## config.mk

```make
export PLATFORM = sky130hd
export DESIGN_NAME = snapcf_fifo
export DESIGN_NICKNAME = d
export VERILOG_FILES = /design/src/sv/snapcf_fifo.sv
export SDC_FILE = /design/constraint.sdc
export NUM_CORES = 1
export LEC_CHECK = 0
export ABC_AREA = 1
export BUFFER_PORTS_ARGS = -buffer_cell sky130_fd_sc_hd__buf_4
export CELL_PAD_IN_SITES_DETAIL_PLACEMENT = 0
export CELL_PAD_IN_SITES_GLOBAL_PLACEMENT = 2
export CORE_MARGIN = 5
export CORE_UTILIZATION = 37
export DETAILED_ROUTE_END_ITERATION = 7
export PLACE_DENSITY = 0.74
export SLEW_MARGIN = 5
export SYNTH_ARGS = -nofsm -noshare
export SYNTH_HDL_FRONTEND = slang
export SYNTH_SLANG_ARGS = --single-unit
```

## constraint.sdc

```tcl
create_clock -name clk_i -period 2.5 [get_ports clk_i]
set_input_delay 0.25 -clock clk_i [delete_from_list [all_inputs] [get_ports clk_i]]
set_output_delay 0.25 -clock clk_i [all_outputs]
set_load 0.1 [all_outputs]
```

## src/sv/snapcf_fifo.sv

```systemverilog
// Small register-based first-in first-out queue.
module snapcf_fifo #(
  parameter int unsigned WIDTH = 8,
  parameter int unsigned DEPTH = 4
) (
  input  logic             clk_i,
  input  logic             rst_ni,
  input  logic             push_i,
  input  logic [WIDTH-1:0] wdata_i,
  output logic             full_o,
  input  logic             pop_i,
  output logic [WIDTH-1:0] rdata_o,
  output logic             empty_o
);

  localparam int PTR_W = (DEPTH > 1) ? $clog2(DEPTH) : 1;

  logic [WIDTH-1:0] mem_q [DEPTH];
  logic [PTR_W-1:0] wptr_q, wptr_d;
  logic [PTR_W-1:0] rptr_q, rptr_d;
  logic [PTR_W:0]   count_q, count_d;
  logic             do_push, do_pop;

  assign full_o  = (count_q == (PTR_W+1)'(DEPTH));
  assign empty_o = (count_q == '0);
  assign rdata_o = mem_q[rptr_q];

  assign do_push = push_i && !full_o;
  assign do_pop  = pop_i && !empty_o;

  always_comb begin
    wptr_d  = wptr_q;
    rptr_d  = rptr_q;
    count_d = count_q;
    if (do_push) begin
      wptr_d = (wptr_q == PTR_W'(DEPTH - 1)) ? '0 : wptr_q + 1'b1;
    end
    if (do_pop) begin
      rptr_d = (rptr_q == PTR_W'(DEPTH - 1)) ? '0 : rptr_q + 1'b1;
    end
    if (do_push && !do_pop) begin
      count_d = count_q + 1'b1;
    end else if (do_pop && !do_push) begin
      count_d = count_q - 1'b1;
    end
  end

  always_ff @(posedge clk_i or negedge rst_ni) begin
    if (!rst_ni) begin
      wptr_q  <= '0;
      rptr_q  <= '0;
      count_q <= '0;
    end else begin
      wptr_q  <= wptr_d;
      rptr_q  <= rptr_d;
      count_q <= count_d;
    end
  end

  always_ff @(posedge clk_i) begin
    if (do_push) begin
      mem_q[wptr_q] <= wdata_i;
    end
  end

endmodule

```

==> reports/qor.yml <==
overflow: 0
initial_core_util_pct: 37.7
ys_seq_area_share_pct: 64.6
diodes: 0
syn_area_sq_um: 1760
worst_setup_path_end_kind: "output pin"
rr_startpoint: "count_q[0]$_DFFE_PN0P_"
syn_to_final_growth_pct: 19.1
hold_path_class: "input pin to register"
cts_sinks: 39
synth_cells: 154
cts_tree: "done"
vias: 1093
syn-num-nets: 173
portBuffers: 21
die_area_sq_um: 6230
clkTransAtPathRegs_ps: 70
wl_per_cell_microns: 12.7
dr.pass1.iters: 4
clk_latency_ps: 290
synthDominantCellAreaShare_pct: 54.6
drt.antenna.violating_nets: 0
crit_top_cell: "buf_4"
max_freq_ghz: 0.492
drv_cap: 0
place_congestion: 0.819
coreArea_sq_um: 4660
cts_max_path_buffers: 2
routed_wl_microns: 3050
io_pins: 22
critPathBufInv: 2
skew_ps: 7.70
synth_area_per_cell_sq_um: 11.4
rsz0062_at_grt: "no"
grt_start_max_net_pins: 20
clock-root-buffer: "clkbuf_8"
dpl-instance-area_sq_um: 1970
worstPathArrival_ps: 1780
ys_top_cells_by_area: "edfxtp_1, dfrtp_1, nand2_1, inv_1, o211ai_1"
postCtsSetupRepairBufs: 0
final.setup.tns_ps: 0
drive_above_1_share_pct: 20.5
worstPathCellList: "buf_4, o211ai_1, nand2_1, buf_4"
hold_viol: 0
relSlewSlack_pct: 66.8
rows: 25
startpoint: "rptr_q[0]$_DFFE_PN0P_"
grtUsageTotal_pct: 10.7
worstSetupStartpointType: "register"
drc: 0
dieWidth_microns: 79.0
path_max_fanout: 19
yosys.area.top_type: "edfxtp_1"
cpMaxStageDelayCell: "dfrtp_1"
crit_type: "register to output pin"
crit_path_max_incr_delay_ps: 650
die_y_microns: 79.0
drt_iter0_markers: 39
vias_per_cell: 4.57
ys_types: 16
grt_pass1_wl_microns: 4840
stdcell_area_sq_um: 2100
h-tree-depth: 2
maxSlewViolCount: 0
timing.final.crit_share_pct: 81.3
layout.nets: 203
place_hpwl_microns: 2150
yosys_warnings: 0
status: "completed"
period_needed_ps: 2030
worst_pin_slew_ps: 498
cts-buffers-inserted: 5
crit_family: "flip-flops"
worstPathRequired_ps: 2250
setup_viol: 0
synth-seq-cells: 39
antenna_found_initial: 0
grt_pass1_vias: 1050
hold_path_startpoint: "wdata_i[5]"
==> cells in the mapped netlist <==
| library cell | instances |
|---|---|
| nand2_1 | 38 |
| edfxtp_1 | 32 |
| inv_1 | 31 |
| o211ai_1 | 15 |
| dfrtp_1 | 7 |
| nand3_1 | 7 |
| ha_1 | 6 |
| nor2_1 | 6 |
| buf_6 | 5 |
| fa_1 | 1 |
| inv_2 | 1 |
| nand2_2 | 1 |
| nand4_1 | 1 |
| o211ai_2 | 1 |
| o21ai_0 | 1 |
| xnor2_1 | 1 |
==> path summary, 6_finish.rpt <==
| path | end | slack [ps] | cells after the start |
|---|---|---|---|
| max | rdata_o[2] | 470 | 4 |
| min | mem_q[1][5]$_DFFE_PP_ | 150 | 1 |
| max reg2reg | count_q[1]$_DFFE_PN0P_ | 590 | 9 |
| min reg2reg | count_q[2]$_DFFE_PN0P_ | 510 | 2 |
| max in group asynchronous | count_q[2]$_DFFE_PN0P_ | 2070 | 2 |
| min in group asynchronous | count_q[1]$_DFFE_PN0P_ | 300 | 2 |
==> registers in the layout (all words and copies together), names as in the netlist <==
| register | cells |
|---|---|
| count_q | 3 |
| rptr_q | 2 |
| mem_q | 32 |
| wptr_q | 2 |
==> per-layer routing <==
| layer | vias up | wire length, microns | GRT usage, % |
|---|---|---|---|
| li1 | 565 | - | - |
| met1 | 503 | 1390 | 12.2 |
| met2 | 17 | 1440 | 17.7 |
| met3 | 8 | 140 | 3.85 |
| met4 | 0 | 70 | 5.67 |
| met5 | - | 0 | 0 |
==> repair_timing <==
item                                    4_1_cts  5_1_grt
endpoints found under the setup margin        0        0
resized for setup                             0        0
hold buffers                                  1        0
endpoints found under the hold margin         7        0
==> stage by stage <==
step / util, % / cells / setup slack [ps] / hold slack, ps
6_report: 45.0 / 239 / 467 / 152
5_1_grt: 45.0 / 239 / 345 / 136
4_1_cts: 45.0 / 239 / 428 / 142
3_5_place_dp: 42.3 / 230 / 588 / 71.7
3_3_place_gp: 42.3 / 230 / 717 / 69.3
2_1_floorplan: - / 154 / 807 / -45.6
==> cell usage in the layout, fill, tap and decap left out <==
master,synthesis,layout
edfxtp_1,32,32
inv_1,31,31
fa_1,1,1
dlygate4sd3_1,0,1
ha_1,6,6
clkinv_2,0,1
inv_2,1,1
nor2_1,6,6
o211ai_2,1,1
dfrtp_1,7,7
o21ai_0,1,1
o211ai_1,15,15
clkinv_4,0,1
xnor2_1,1,1
bufinv_16,0,1
nand3_1,7,7
clkbuf_8,0,5
nand4_1,1,1
nand2_2,1,1
nand2_1,38,38
buf_4,0,27
==> worst register-to-register path: stages, from the launching register on <==
cell	delay, ps
dfrtp_1	440
inv_2	80
nand3_1	160
nand2_2	170
inv_1	60
ha_1	200
inv_1	90
fa_1	410
nand2_1	80
o21ai_0	100
==> kinds of logic (layout without fill, tap and decap cells) <==
| logic type | count (synthesis) | after routing | synth area share (%) |
|---|---|---|---|
| fa+ha+maj | 7 | 7 | 5.41 |
| compound gates | 17 | 17 | 7.40 |
| flops | 39 | 39 | 64.6 |
| xor+xnor | 1 | 1 | 0.498 |
| buf+inv | 37 | 68 | 10.0 |
| simple gates | 53 | 53 | 12.1 |
==> area by class of cell <==
type | instances | area (sq um)
Fill cell | 430 | 2560
Sequential cell | 39 | 1140
Multi-Input combinational cell | 78 | 447
Timing Repair Buffer | 28 | 213
Inverter | 32 | 120
Clock buffer | 5 | 68.8
Tap cell | 54 | 67.6
Clock inverter | 3 | 43.8
Power is left out: the tool's default activity adds up to more than one toggle a clock period on the data nets, which glitch-free logic cannot reach.
