--- config.mk ---
export PLATFORM = sky130hd
export DESIGN_NAME = snapcf_front
export DESIGN_NICKNAME = d
export VERILOG_FILES = /design/src/sv/snapcf_pkg.sv /design/src/sv/snapcf_front.sv
export SDC_FILE = /design/constraint.sdc
export NUM_CORES = 1
export LEC_CHECK = 0
export ABC_AREA = 0
export BUFFER_PORTS_ARGS = -buffer_cell sky130_fd_sc_hd__buf_2
export CELL_PAD_IN_SITES_DETAIL_PLACEMENT = 1
export CELL_PAD_IN_SITES_GLOBAL_PLACEMENT = 2
export CORE_ASPECT_RATIO = 1.75
export CORE_MARGIN = 1.5
export CORE_UTILIZATION = 32
export DETAILED_ROUTE_END_ITERATION = 16
export HOLD_SLACK_MARGIN = 0.02
export PLACE_DENSITY = 0.95
export RECOVER_POWER = 25
export SYNTH_ARGS = -nofsm -noshare
export SYNTH_HDL_FRONTEND = slang
export SYNTH_SLANG_ARGS = --single-unit
--- constraint.sdc ---
create_clock -name clk_i -period 10.4 [get_ports clk_i]
set_clock_uncertainty 0.05 [all_clocks]
set_input_delay 3.12 -clock clk_i [delete_from_list [all_inputs] [get_ports clk_i]]
set_output_delay 3.12 -clock clk_i [all_outputs]
set_load 0.01 [all_outputs]
--- src/sv/snapcf_pkg.sv ---
// Shared types, register codes and helpers of the snapshot compare filter.
package snapcf_pkg;

  localparam int unsigned MAX_ELEMENTS_DEF = 4096;
  localparam int unsigned CMD_QUEUE_DEPTH  = 4;
  localparam int unsigned RES_QUEUE_DEPTH  = 2;

  localparam int DATA_W    = 32;
  localparam int CNT_W     = 13;
  localparam int IDX_OUT_W = 12;
  localparam int CFG_IDX_W = 2;

  // Configuration register indexes.
  localparam logic [CFG_IDX_W-1:0] CFG_ELEMENT_BYTES = 2'd0;
  localparam logic [CFG_IDX_W-1:0] CFG_COMPARE_MODE  = 2'd1;
  localparam logic [CFG_IDX_W-1:0] CFG_TARGET_VALUE  = 2'd2;
  localparam logic [CFG_IDX_W-1:0] CFG_ELEMENT_COUNT = 2'd3;

  // Element size codes.
  localparam logic [1:0] SIZE_BYTE = 2'd0;
  localparam logic [1:0] SIZE_HALF = 2'd1;
  localparam logic [1:0] SIZE_WORD = 2'd2;

  // Compare mode codes.
  localparam logic [1:0] MODE_EQUAL = 2'd0;
  localparam logic [1:0] MODE_RISE  = 2'd1;
  localparam logic [1:0] MODE_FALL  = 2'd2;

  localparam logic [1:0]       ELEMENT_BYTES_RST = SIZE_WORD;
  localparam logic [1:0]       COMPARE_MODE_RST  = MODE_EQUAL;
  localparam logic [CNT_W-1:0] ELEMENT_COUNT_RST = 13'd4096;

  // Classification of one accepted item, handed from the front to the back.
  typedef struct packed {
    logic restore;
    logic first;
    logic last;
    logic failed;
  } cmd_ctrl_t;

  typedef struct packed {
    logic [IDX_OUT_W-1:0] element_index;
    logic                 still_candidate;
    logic [CNT_W-1:0]     match_count;
    logic                 pass_done;
  } result_t;

  // Keeps the bytes that belong to an element; an unused size code acts as a word.
  function automatic logic [DATA_W-1:0] width_mask(logic [1:0] element_bytes);
    logic [DATA_W-1:0] mask;
    unique case (element_bytes)
      SIZE_BYTE: mask = 32'h0000_00FF;
      SIZE_HALF: mask = 32'h0000_FFFF;
      default:   mask = 32'hFFFF_FFFF;
    endcase
    return mask;
  endfunction

endpackage

--- src/sv/snapcf_front.sv ---
// Front end: accepts items, tracks the pass position and classifies each item.
module snapcf_front #(
  parameter int unsigned IDX_W = 12
) (
  input  logic                         clk_i,
  input  logic                         rst_ni,
  input  logic                         accept_i,
  input  logic                         operation_i,
  input  logic                         read_ok_i,
  input  logic [snapcf_pkg::CNT_W-1:0] eff_count_i,
  output snapcf_pkg::cmd_ctrl_t        cmd_ctrl_o,
  output logic [IDX_W-1:0]             cmd_index_o
);

  import snapcf_pkg::*;

  localparam int CMP_W = (IDX_W + 1 > CNT_W) ? IDX_W + 1 : CNT_W;

  logic [IDX_W-1:0] pos_q, pos_d;
  logic             aborted_q, aborted_d;
  logic             first, last, failed;

  assign first  = (pos_q == '0);
  assign last   = ((CMP_W'(pos_q) + CMP_W'(1)) >= CMP_W'(eff_count_i));
  // A failed read poisons the rest of the pass; the pass start clears it.
  assign failed = (!first && aborted_q) || !read_ok_i;

  always_comb begin
    pos_d     = pos_q;
    aborted_d = aborted_q;
    if (accept_i) begin
      if (operation_i) begin
        pos_d     = '0;
        aborted_d = 1'b0;
      end else begin
        pos_d     = last ? '0 : pos_q + 1'b1;
        aborted_d = failed;
      end
    end
  end

  always_ff @(posedge clk_i or negedge rst_ni) begin
    if (!rst_ni) begin
      pos_q     <= '0;
      aborted_q <= 1'b0;
    end else begin
      pos_q     <= pos_d;
      aborted_q <= aborted_d;
    end
  end

  assign cmd_ctrl_o.restore = operation_i;
  assign cmd_ctrl_o.first   = first;
  assign cmd_ctrl_o.last    = last;
  assign cmd_ctrl_o.failed  = failed;
  assign cmd_index_o        = pos_q;

endmodule

==> impl_metrics.csv <==
group,metric,value,unit
critical_path,cp-start-kind,"input pin",
timing,hold_viol,0,
clock_network,clock_path_buffers,2,
timing,period_share,0.7493,
global_routing,grt_pass1_wl,5209,microns
clock_network,clkTransAtPathRegs,50,ps
layout,multiInputGateArea,678.2,sq um
timing,slew_violations,0,
global_routing,grt_max_degree,14,
critical_path,cp.required,7230,ps
run,drv_cap,0,
power_and_ir_drop,powerDensity,95.93,mW/mm^2
critical_path,crit_arrival,4620,ps
clock_network,cts_made_buffers,3,
timing,maxSlewHeadroom,0.07363,
floorplanning,die_h,81.43,microns
yosys,ys_seq_area_frac,0.2892,
drt,num_vias,1061,
layout,fin_nets,193,
timing,worstMarginPinSlew,1379,ps
yosys,synth_cells,127,
yosys,ys_warn_count,0,
placement,place_inst,199,
global_routing,top_usage_layer,"met2",
run_status,outcome,"completed",
drt,vias_per_cell,5.227,
drt,wl_per_cell,15.66,microns
layout,stdcell_count,203,
global_routing,grt_util_met2,0.3307,
clock_network,htreeDepth,1,
layout,seqCellArea,325.3,sq um
critical_path,crit_path_end_kind,"output port",
global_routing,gr-usage-met3,0.01538,
drt,drtAntennaViolNets,0,
critical_path,crit_type,"input pin to output port",
power_and_ir_drop,vdd_drop_max,43.34,uV
global_routing,grtUsageMet1,0.1959,
floorplanning,fp.dieW,47.82,microns
placement,place_congestion,0.8514,
floorplanning,start_util,0.3344,
clock_network,cts_root_buf,"clkbuf_8",
clock_network,cts.repair.resized,0,
yosys,syn_area,0.001125,sq mm
clock_network,cts_setup_buffers,0,
placement,hpwl,2577,microns
global_routing,grt_antenna_before_repair,0,
clock_network,holdBufCountCts,0,
yosys,async_reset_ff_frac,1.000,
layout,post-route-util,0.3996,
floorplanning,die_area,0.003894,sq mm
timing,setup_viol,0,
yosys,syn_avg_cell_area,8.857,sq um
floorplanning,num_rows,28,
drt,wl,3178,microns
worst_hold_path,hold_path_class,"register to register",
clock_network,clkSinkCount,13,
drt,post-route-drc-count,0,
floorplanning,pin_count,34,
timing,period_minus_slack,7793,ps
yosys,ys_ff_latch,13,
timing,rsz0062_at_grt,"no",
layout,syn_to_final_growth,19.47,%
global_routing,grt_pass1_vias,1133,
critical_path,worst-path-max-fanout,11,
yosys,synth_cell_type_count,31,
clock_network,cts_tree,"yes",
yosys,synth_edf_count,0,
drt,drt_iter0_markers,26,
global_routing,grt.overflow.total,0,
layout,fillers,437,
clock_network,clock_latency,240,ps
timing,fmax,128.3,MHz
global_routing,track_usage,0.1827,
yosys,ys.flop_type,"dfrtp_1",
layout,diodes,0,
floorplanning,coreArea,0.003363,sq mm
timing,setup_tns,0,ps
yosys,synth_nets,161,
drt,drt-pass1-iter-count,6,
layout,drive_above_1_share,0.2468,
power_and_ir_drop,leakage,0.7424,nW
placement,port-buffer-count,33,
==> power breakdown <==
group	total (W)	switching, W	internal, W
clock	0.0000458	0.0000187	0.0000271
sequential	0.0000556	0.00000328	0.0000523
combinational	0.0000275	0.0000155	0.0000120
total	0.000129	0.0000375	0.0000914
==> registers in the layout, indices dropped and copies added, names as in the netlist <==
name,cells
aborted_q,1
cmd_index_o,12
==> critical path, cell delays in order <==
cell      delay, ps
buf_2            80
inv_1            40
ha_1            300
nand3_1         120
o21bai_1        180
a311o_1         370
and2_4          220
nand2_1          60
buf_2           120
==> metal layers <==
metal / vias up / part of all wire
met1: 518 / 0.36
met3: 10 / 0.031
li1: 504 / -
met5: - / 0
met2: 29 / 0.58
met4: 0 / 0.036
==> layout make-up <==
type | instances | area share
repair buffers | 33 | 0.1220
multi-input cells | 88 | 0.5047
flip-flops and latches | 13 | 0.2421
clock buffers | 4 | 0.03352
well taps | 45 | 0.04190
inverters | 20 | 0.05587
==> cells in the final DEF, fill, tap and decap left out, types with 3 or more instances in the layout <==
master	count
inv_1	20
nand4_1	3
buf_2	32
nand3_1	7
clkbuf_8	3
nand2_1	10
xnor2_1	5
ha_1	16
dfrtp_1	13
a21oi_1	4
a32o_1	8
nor3_1	3
xor2_1	5
nor2_1	4
==> cell usage after synthesis, drive strengths merged, types with 2 or more instances <==
cell / count / share of area
inv: 20 / 0.067
nand3: 7 / 0.031
o22ai: 2 / 0.011
o21ai: 2 / 0.0089
nand4: 3 / 0.017
ha: 16 / 0.18
a21oi: 4 / 0.018
xnor2: 5 / 0.039
a32o: 8 / 0.071
a31o: 2 / 0.016
xor2: 5 / 0.039
nor4: 2 / 0.011
nor2: 4 / 0.013
nand2: 10 / 0.033
buf: 6 / 0.041
nor2b: 2 / 0.011
dfrtp: 13 / 0.29
nand2b: 2 / 0.011
nor3: 3 / 0.013
and3: 2 / 0.011
==> logic make-up after synthesis <==
kind of cell | synth area share
buffers and inverters | 0.1079
AO/OA/AOI/OAI | 0.1546
flip-flops | 0.2892
AND/OR/NAND/NOR | 0.1835
XOR/XNOR | 0.07786
adder cells (fa/ha/maj) | 0.1780
multiplexers | 0.008899
==> path summary, 6_finish.rpt <==
check,startpoint,endpoint,slack (ps),depth (start not counted)
hold / removal,aborted_q$_DFFE_PN0P_,aborted_q$_DFFE_PN0P_,500,2
setup / recovery,eff_count_i[4],cmd_ctrl_o[1],2610,9
setup reg to reg,cmd_index_o[2]$_DFFE_PN0P_,cmd_index_o[0]$_DFFE_PN0P_,6670,10
hold reg to reg,aborted_q$_DFFE_PN0P_,aborted_q$_DFFE_PN0P_,500,2
max in group asynchronous,rst_ni,cmd_index_o[10]$_DFFE_PN0P_,6950,1
min in group asynchronous,rst_ni,cmd_index_o[1]$_DFFE_PN0P_,2870,1
==> stage by stage <==
stage | total power (W) | hold slack [ps] | setup WS (ps) | cell area [sq um]
floorplan | 0.00007344 | 465.3 | 2767 | 1125
global placement | 0.00008239 | 481.7 | 2641 | 1300
detailed placement | 0.00008428 | 494.0 | 2619 | 1300
CTS | 0.0001296 | 502.9 | 2610 | 1345
global route | 0.0001348 | 547.9 | 2500 | 1344
finish | 0.0001289 | 499.8 | 2607 | 1344
(Power assumes the default switching activity.)
